File: src/rtl/ssh_pkg.sv
// ----------------------------------------------------------------------------
// Species slab histogram package
// Shared constants, codes and item types of the species slab histogram.
// ----------------------------------------------------------------------------
package ssh_pkg;

    localparam int NUM_BINS_DEF   = 64;
    localparam int COUNT_BITS_DEF = 32;

    localparam int HEIGHT_W  = 32;
    localparam int CHARGE_W  = 16;
    localparam int RBIN_W    = 6;
    localparam int OBIN_W    = 6;
    localparam int SPC_W     = 2;
    localparam int OCNT_W    = 32;
    localparam int WIDTH_W   = 32;
    localparam int BCOUNT_W  = 7;
    localparam int CFG_ADDR_W = 2;
    localparam int CFG_DATA_W = 32;

    // Dividend of the slab division: height minus one, height known positive
    localparam int DVD_W = HEIGHT_W - 1;
    localparam int DVS_W = WIDTH_W;

    localparam logic CMD_ADD  = 1'b0;
    localparam logic CMD_READ = 1'b1;

    localparam logic [SPC_W-1:0] SPC_LIGHT  = 2'd0;
    localparam logic [SPC_W-1:0] SPC_MIDDLE = 2'd1;
    localparam logic [SPC_W-1:0] SPC_HEAVY  = 2'd2;

    localparam logic [CFG_ADDR_W-1:0] REG_BIN_WIDTH   = 2'd0;
    localparam logic [CFG_ADDR_W-1:0] REG_BIN_COUNT   = 2'd1;
    localparam logic [CFG_ADDR_W-1:0] REG_LOW_CHARGE  = 2'd2;
    localparam logic [CFG_ADDR_W-1:0] REG_HIGH_CHARGE = 2'd3;

    localparam logic [WIDTH_W-1:0]  BIN_WIDTH_RST   = 32'd65536;
    localparam logic [BCOUNT_W-1:0] BIN_COUNT_RST   = 7'd64;
    localparam logic [CHARGE_W-1:0] LOW_CHARGE_RST  = 16'd1792;
    localparam logic [CHARGE_W-1:0] HIGH_CHARGE_RST = 16'd2304;

    typedef struct packed {
        logic                       command;
        logic signed [HEIGHT_W-1:0] height;
        logic [CHARGE_W-1:0]        particle_charge;
        logic [RBIN_W-1:0]          read_bin;
    } req_item_t;

    typedef struct packed {
        logic [OBIN_W-1:0] bin_index;
        logic [SPC_W-1:0]  species;
        logic [OCNT_W-1:0] count_light;
        logic [OCNT_W-1:0] count_middle;
        logic [OCNT_W-1:0] count_heavy;
    } rsp_item_t;

    typedef struct packed {
        logic start;
    } div_ctl_t;

    typedef struct packed {
        logic busy;
        logic done;
    } div_sts_t;

endpackage

File: src/rtl/ssh_divider.sv
// ----------------------------------------------------------------------------
// Species slab histogram divider
// Restoring divider, one quotient bit per cycle, used by adds with a positive height and nonzero bin width.
// ----------------------------------------------------------------------------
module ssh_divider
(
    input  logic                      clk,
    input  logic                      rst_n,
    input  ssh_pkg::div_ctl_t         ctl,
    input  logic [ssh_pkg::DVD_W-1:0] dividend,
    input  logic [ssh_pkg::DVS_W-1:0] divisor,
    output ssh_pkg::div_sts_t         sts,
    output logic [ssh_pkg::DVD_W-1:0] quotient
);
    import ssh_pkg::*;

    localparam int CNT_W = $clog2(DVD_W);

    logic [DVS_W-1:0] rem_reg, rem_next;
    logic [DVS_W-1:0] dvs_reg;
    logic [DVD_W-1:0] dvd_reg;
    logic [DVD_W-1:0] quo_reg;
    logic [CNT_W-1:0] cnt_reg;
    logic             busy_reg;
    logic             done_reg;
    logic [DVS_W:0]   trial;
    logic             fits;

    always_comb
    begin
        trial    = {rem_reg, dvd_reg[DVD_W-1]};
        fits     = trial >= {1'b0, dvs_reg};
        rem_next = fits ? DVS_W'(trial - {1'b0, dvs_reg}) : DVS_W'(trial);
    end

    always_ff @(posedge clk or negedge rst_n)
    begin
        if (!rst_n)
        begin
            busy_reg <= 1'b0;
            done_reg <= 1'b0;
            cnt_reg  <= '0;
        end
        else
        begin
            done_reg <= 1'b0;
            if (ctl.start)
            begin
                busy_reg <= 1'b1;
                cnt_reg  <= '0;
            end
            else if (busy_reg)
            begin
                if (cnt_reg == CNT_W'(DVD_W - 1))
                begin
                    busy_reg <= 1'b0;
                    done_reg <= 1'b1;
                end
                cnt_reg <= cnt_reg + CNT_W'(1);
            end
        end
    end

    always_ff @(posedge clk)
    begin
        if (ctl.start)
        begin
            rem_reg <= '0;
            dvs_reg <= divisor;
            dvd_reg <= dividend;
            quo_reg <= '0;
        end
        else if (busy_reg)
        begin
            rem_reg <= rem_next;
            dvd_reg <= {dvd_reg[DVD_W-2:0], 1'b0};
            quo_reg <= {quo_reg[DVD_W-2:0], fits};
        end
    end

    assign sts.busy = busy_reg;
    assign sts.done = done_reg;
    assign quotient = quo_reg;

endmodule

File: config.mk
export PLATFORM = sky130hd
export DESIGN_NAME = ssh_divider
export DESIGN_NICKNAME = d
export VERILOG_FILES = /design/src/rtl/ssh_pkg.sv /design/src/rtl/ssh_divider.sv
export SDC_FILE = /design/constraint.sdc
export NUM_CORES = 1
export LEC_CHECK = 0
export BUFFER_PORTS_ARGS = -buffer_cell sky130_fd_sc_hd__buf_2
export CAP_MARGIN = 0
export CORE_MARGIN = 3
export CORE_UTILIZATION = 39
export CTS_CLUSTER_DIAMETER = 50
export DETAILED_ROUTE_END_ITERATION = 10
export PLACE_DENSITY_LB_ADDON = 0.3
export SLEW_MARGIN = 40
export SYNTH_ARGS = -nofsm -noshare
export SYNTH_HDL_FRONTEND = slang
export SYNTH_SLANG_ARGS = --single-unit
File: constraint.sdc
create_clock -name clk -period 2.7 [get_ports clk]
set_input_delay 0.54 -clock clk [delete_from_list [all_inputs] [get_ports clk]]
set_output_delay 0.54 -clock clk [all_outputs]
set_load 0.05 [all_outputs]
# Word-level counts from Yosys, hierarchy flattened
# Cells that the tools add are included.
[totals]
register_bits = 133
output_inout_bits = 33
word_cells = 23
[classes]
add_sub_neg = 2
order_cmp = 1
eq_ne = 1
mux = 11
reduce_logical = 1
[ops]
columns = ["op", "n"]
rows = [
  ["31-bit two-way mux", 2],
  ["33-bit by 32-bit >= comparator with 1-bit output", 1],
  ["32-bit two-way mux", 1],
  ["32-bit subtractor", 1],
  ["5-bit two-way mux", 2],
  ["1-bit two-way mux", 6],
  ["5-bit by 1-bit adder with 5-bit output (second input constant)", 1],
  ["5-bit equality test (second input constant)", 1],
  ["2-bit nonzero test", 1],
]

# Depth between registers and ports, before layout
[logic_depth]
word_depth = 4
mapped_depth = 13
ltp_nobuf = 12

# Least setup slack after synthesis
# OpenSTA, ideal clock, no wires.
[synth_path]
path_kind = "reg2reg"
startpoint = "register dvs_reg[0]"
endpoint = "register rem_reg[28]"
setup_ns = 0.091
t_arrival_ns = 2.621
required_time_ns = 2.609
slack_ns = -0.012
stages_incl_launch_ff = 12
n_path_buf = 0
period_less_slack_ns = 2.712
path_cell_list = "edfxtp_1 ha_1 fa_1 and2b_1 o211ai_1 a31o_2 o31a_1 a21oi_2 a21oi_1 o21ai_2 a311oi_1 a311oi_1"
[synth_between]
elab_chain_len = 2
elab_cells_between_ends = 3
cone_classes = "add/sub: 1; order compare: 1; mux: 1"
[synth_rtl]
columns = ["element", "line", "rtl"]
rows = [
  ["from (decl)", "ssh_divider.sv:20", "logic [DVS_W-1:0] dvs_reg;"],
  ["from (signal assigned)", "ssh_divider.sv:69", "dvs_reg <= divisor;"],
  ["32-bit subtractor / 33-bit by 32-bit >= comparator with 1-bit output (equally long branches)", "ssh_divider.sv:33, ssh_divider.sv:32", ""],
  ["32-bit two-way mux (*)", "ssh_divider.sv:33", "rem_next = fits ? DVS_W'(trial - {1'b0, dvs_reg}) : DVS_W'(trial);"],
  ["to (signal assigned)", "ssh_divider.sv:75", "rem_reg <= rem_next;"],
  ["to (decl)", "ssh_divider.sv:19", "logic [DVS_W-1:0] rem_reg, rem_next;"],
]
# Mark *: on every way between the ends. The rest lies on a longest branch, timed or not.
# A chain may end at the register's enable or synchronous reset.

# Worst setup path after layout
[layout_path]
startpoint = "register dvd_reg[30]"
endpoint = "register rem_reg[26]"
[layout_between]
elab_chain_len = 2
elab_cells_between_ends = 3
cone_classes = "add/sub: 1; order compare: 1; mux: 1"
[layout_rtl]
columns = ["element", "line", "rtl"]
rows = [
  ["from (decl)", "ssh_divider.sv:21", "logic [DVD_W-1:0] dvd_reg;"],
  ["from (signal assigned)", "ssh_divider.sv:70", "dvd_reg <= dividend;"],
  ["from (signal assigned)", "ssh_divider.sv:76", "dvd_reg <= {dvd_reg[DVD_W-2:0], 1'b0};"],
  ["32-bit subtractor / 33-bit by 32-bit >= comparator with 1-bit output (equally long branches)", "ssh_divider.sv:33, ssh_divider.sv:32", ""],
  ["32-bit two-way mux (*)", "ssh_divider.sv:33", ""],
]
# Marks and branches as above.

==> flow_summary.ini <==
[run_status]
status = complete, but fails checks
violations = setup timing

[setup_path]
cp_data_arrival_time_ns = 3.10
worstSetupPathType = reg2reg
endpoint_kind = register
critPathLaunchType = register
crit_chain = inv_1 > ha_2 > fa_2 > and2b_1 > o211ai_1 > a31o_2 > o31a_1 > a21oi_2 > a21oi_2 > o21ai_2 > buf_4 > xnor2_2 > o21ai_1
cpMostUsedCell = a21oi_2
cpPeakStageDelay_ns = 0.34
slowest_stage = edfxtp_1
critical_path_required_ns = 3.00
cp_max_fo = 5

[die]
die_area_um2 = 19450
die_h_um = 139.5
initial_core_util = 0.4002
num_io_pins = 99
fp.dieW_um = 139.5
core_area_um2 = 17360
rows = 48

[power]
ir_worst_vdd_mv = 0.5686
leakagePower_nw = 4.128
power_density_nw_per_um2 = 946.5
power_mw = 8.564

[drt]
drtAntennaViolNets = 0
drc = 0
num_vias = 5357
wl_um = 15780
drt_first_pass_iters = 5
post_drt_wl_per_cell_um = 14.88
dr.first_iter.drc_count = 346
via_per_inst = 5.054

[sta]
skew_ns = 0.01142
rsz0062_at_grt = yes
finalSetupViolCount = 5
whs_ns = 0.2945
final.setup.tns_ns = -0.3059
slew_headroom = 0.6008
fmax_mhz = 357.7
drv_slew = 0
layout_setup_ws_ns = -0.09537
period_minus_slack_ns = 2.795
worstMarginPinSlew_ns = 0.5981
period_share = 1.035
hold_viol_final = 0

[global_route]
grt_max_degree = 71
grt-ovfl-total = 0
antenna_found_initial = 1
grt_first_pass_wirelength_um = 25430
track_usage = 0.1595
grt_pass1_vias = 5214

[logic_synthesis]
netlist_top_cells_area = edfxtp_1, dfxtp_1, ha_1, mux2i_1, mux2_2
ys_ff_latch = 133
synth_area_um2 = 6947
synth_top_area_cell = edfxtp_1
synth_top_area_share = 0.2723
synthArstFlopShare = 0.05263
synth_edf_count = 63
syn_area_per_cell_um2 = 10.20
ys_warn_count = 0
synthDistinctLibCells = 63
synth_seq_area_share = 0.4791
synthCells = 681
syn_nets = 782
synth_flop_cell = edfxtp_1

[cts]
cts_sinks = 133
htreeDepth = 4
cts_inserted_buffers = 17
clk_root_buffer_cell = clkbuf_16
path_clk_slew_ns = 0.06
clock_latency_ns = 0.42
clockBufferDepth = 2
cts_tree = yes

[finish]
diodes = 0
stdcell_count = 1060
final_util = 0.5213
final_cell_area_um2 = 9047
drive_gt1_frac = 0.3437
syn2layout_area_growth_pct = 30.24
nets = 923

[placement]
place.port_buffers = 98
dpl.cell_count = 1006
gp_congestion = 0.8865
placed_area_um2 = 7904
pre_cts_slack_ns = -0.1622
hpwl_um = 10390

[worst_hold_path]
min_path_type = in2reg

[run]
maxCapViolCount = 0
## Yosys cell counts, drive strengths merged, types with 7 or more instances
cell    instances
buf            18
a21o           17
edfxtp         63
nor3           11
o21ai          26
and3            8
nor2           88
xnor2          18
nand4           7
mux2i          35
dfxtp          63
dfrtp           7
xor2           10
a21oi          46
nand2          38
ha             34
a211oi         29
clkbuf         18
mux2           30
a311oi          7
nand3           7
inv            40
## routing by layer
layer | vias to the layer above | GRT usage | share of wire
met5 | - | 0 | 0.00082
met4 | 2 | 0.04634 | 0.0098
met3 | 12 | 0.05498 | 0.060
met2 | 115 | 0.2483 | 0.46
met1 | 2491 | 0.2114 | 0.47
li1 | 2737 | - | -
## layout by cell type (no fill, tap or decap), types with 4 or more instances in the layout
master and n:
a211oi_1 24, a211oi_2 5, a21o_1 17, a21oi_1 35, a21oi_2 10, a311oi_1 4, a31oi_1 4, and2_1 4
and3_1 6, buf_12 6, buf_2 97, buf_4 47, clkbuf_1 4, clkbuf_16 23, dfrtp_1 6, dfxtp_1 63
edfxtp_1 63, ha_1 24, ha_4 8, inv_1 36, inv_2 4, mux2_2 30, mux2i_1 35, nand2_1 37
nand2b_1 5, nand3_1 7, nand4_1 7, nor2_1 84, nor2_2 4, nor3_1 6, nor3_2 5, o211ai_1 5
o21ai_0 15, o21ai_1 7, or2_2 5, xnor2_1 15, xor2_1 10
## report_power, final
| part | total [mW] | internal, mW | switching [mW] |
|---|---|---|---|
| logic | 3.65 | 1.86 | 1.79 |
| clock network | 2.28 | 1.42 | 0.860 |
| registers | 2.64 | 2.42 | 0.218 |
## cell families after synthesis
kind of cell / count (synthesis) / share of synthesized area
AO/OA/AOI/OAI: 159 / 0.1549
XOR/XNOR: 28 / 0.03530
adder cells (fa/ha/maj): 35 / 0.06412
buffers and inverters: 76 / 0.04593
flip-flops: 133 / 0.4791
multiplexers: 65 / 0.09906
AND/OR/NAND/NOR: 185 / 0.1216
## repair_timing
item | in CTS | in global routing
buffers inserted | 3 | 15
gates cloned | 0 | 3
hold endpoints to repair | 7 | 0
resized for setup | 7 | 66
pin swaps | 7 | 28
hold buffers | 1 | 0
endpoints found under the setup margin | 9 | 31
## worst max-delay path, delay by kind of cell (launching register included)
| family | cells | cell delay (ns) |
|---|---|---|
| XOR/XNOR | 1 | 0.09 |
| adder cells (fa/ha/maj) | 2 | 0.52 |
| AO/OA/AOI/OAI | 7 | 1.27 |
| buffers and inverters | 2 | 0.22 |
| AND/OR/NAND/NOR | 1 | 0.23 |
| flip-flops | 1 | 0.34 |
## worst paths after layout
kind                                                start                   endpoint  slack, ns  depth (start not counted)
worst max-delay path                dvd_reg[30]$_DFFE_PP_   rem_reg[26]$_SDFFE_PP0P_       -0.1                         13
max in group asynchronous                           rst_n         busy_reg$_DFF_PN0_       2.05                          2
worst min-delay path                           divisor[9]       dvs_reg[9]$_DFFE_PP_       0.29                          1
worst min register to register  quotient[30]$_SDFFE_PP0P_  quotient[30]$_SDFFE_PP0P_       0.49                          2
worst max register to register      dvd_reg[30]$_DFFE_PP_   rem_reg[26]$_SDFFE_PP0P_       -0.1                         13
min in group asynchronous                           rst_n         done_reg$_DFF_PN0_       0.48                          2
## layout make-up
class | instances | area, um2
Inverter | 40 | 150.1
Timing Repair Buffer | 158 | 1092
Clock buffer | 27 | 556.8
Multi-Input combinational cell | 472 | 3601
Tap cell | 225 | 281.5
Clock inverter | 5 | 33.78
Fill cell | 1574 | 8309
Sequential cell | 133 | 3332
(Power assumes the default switching activity.)
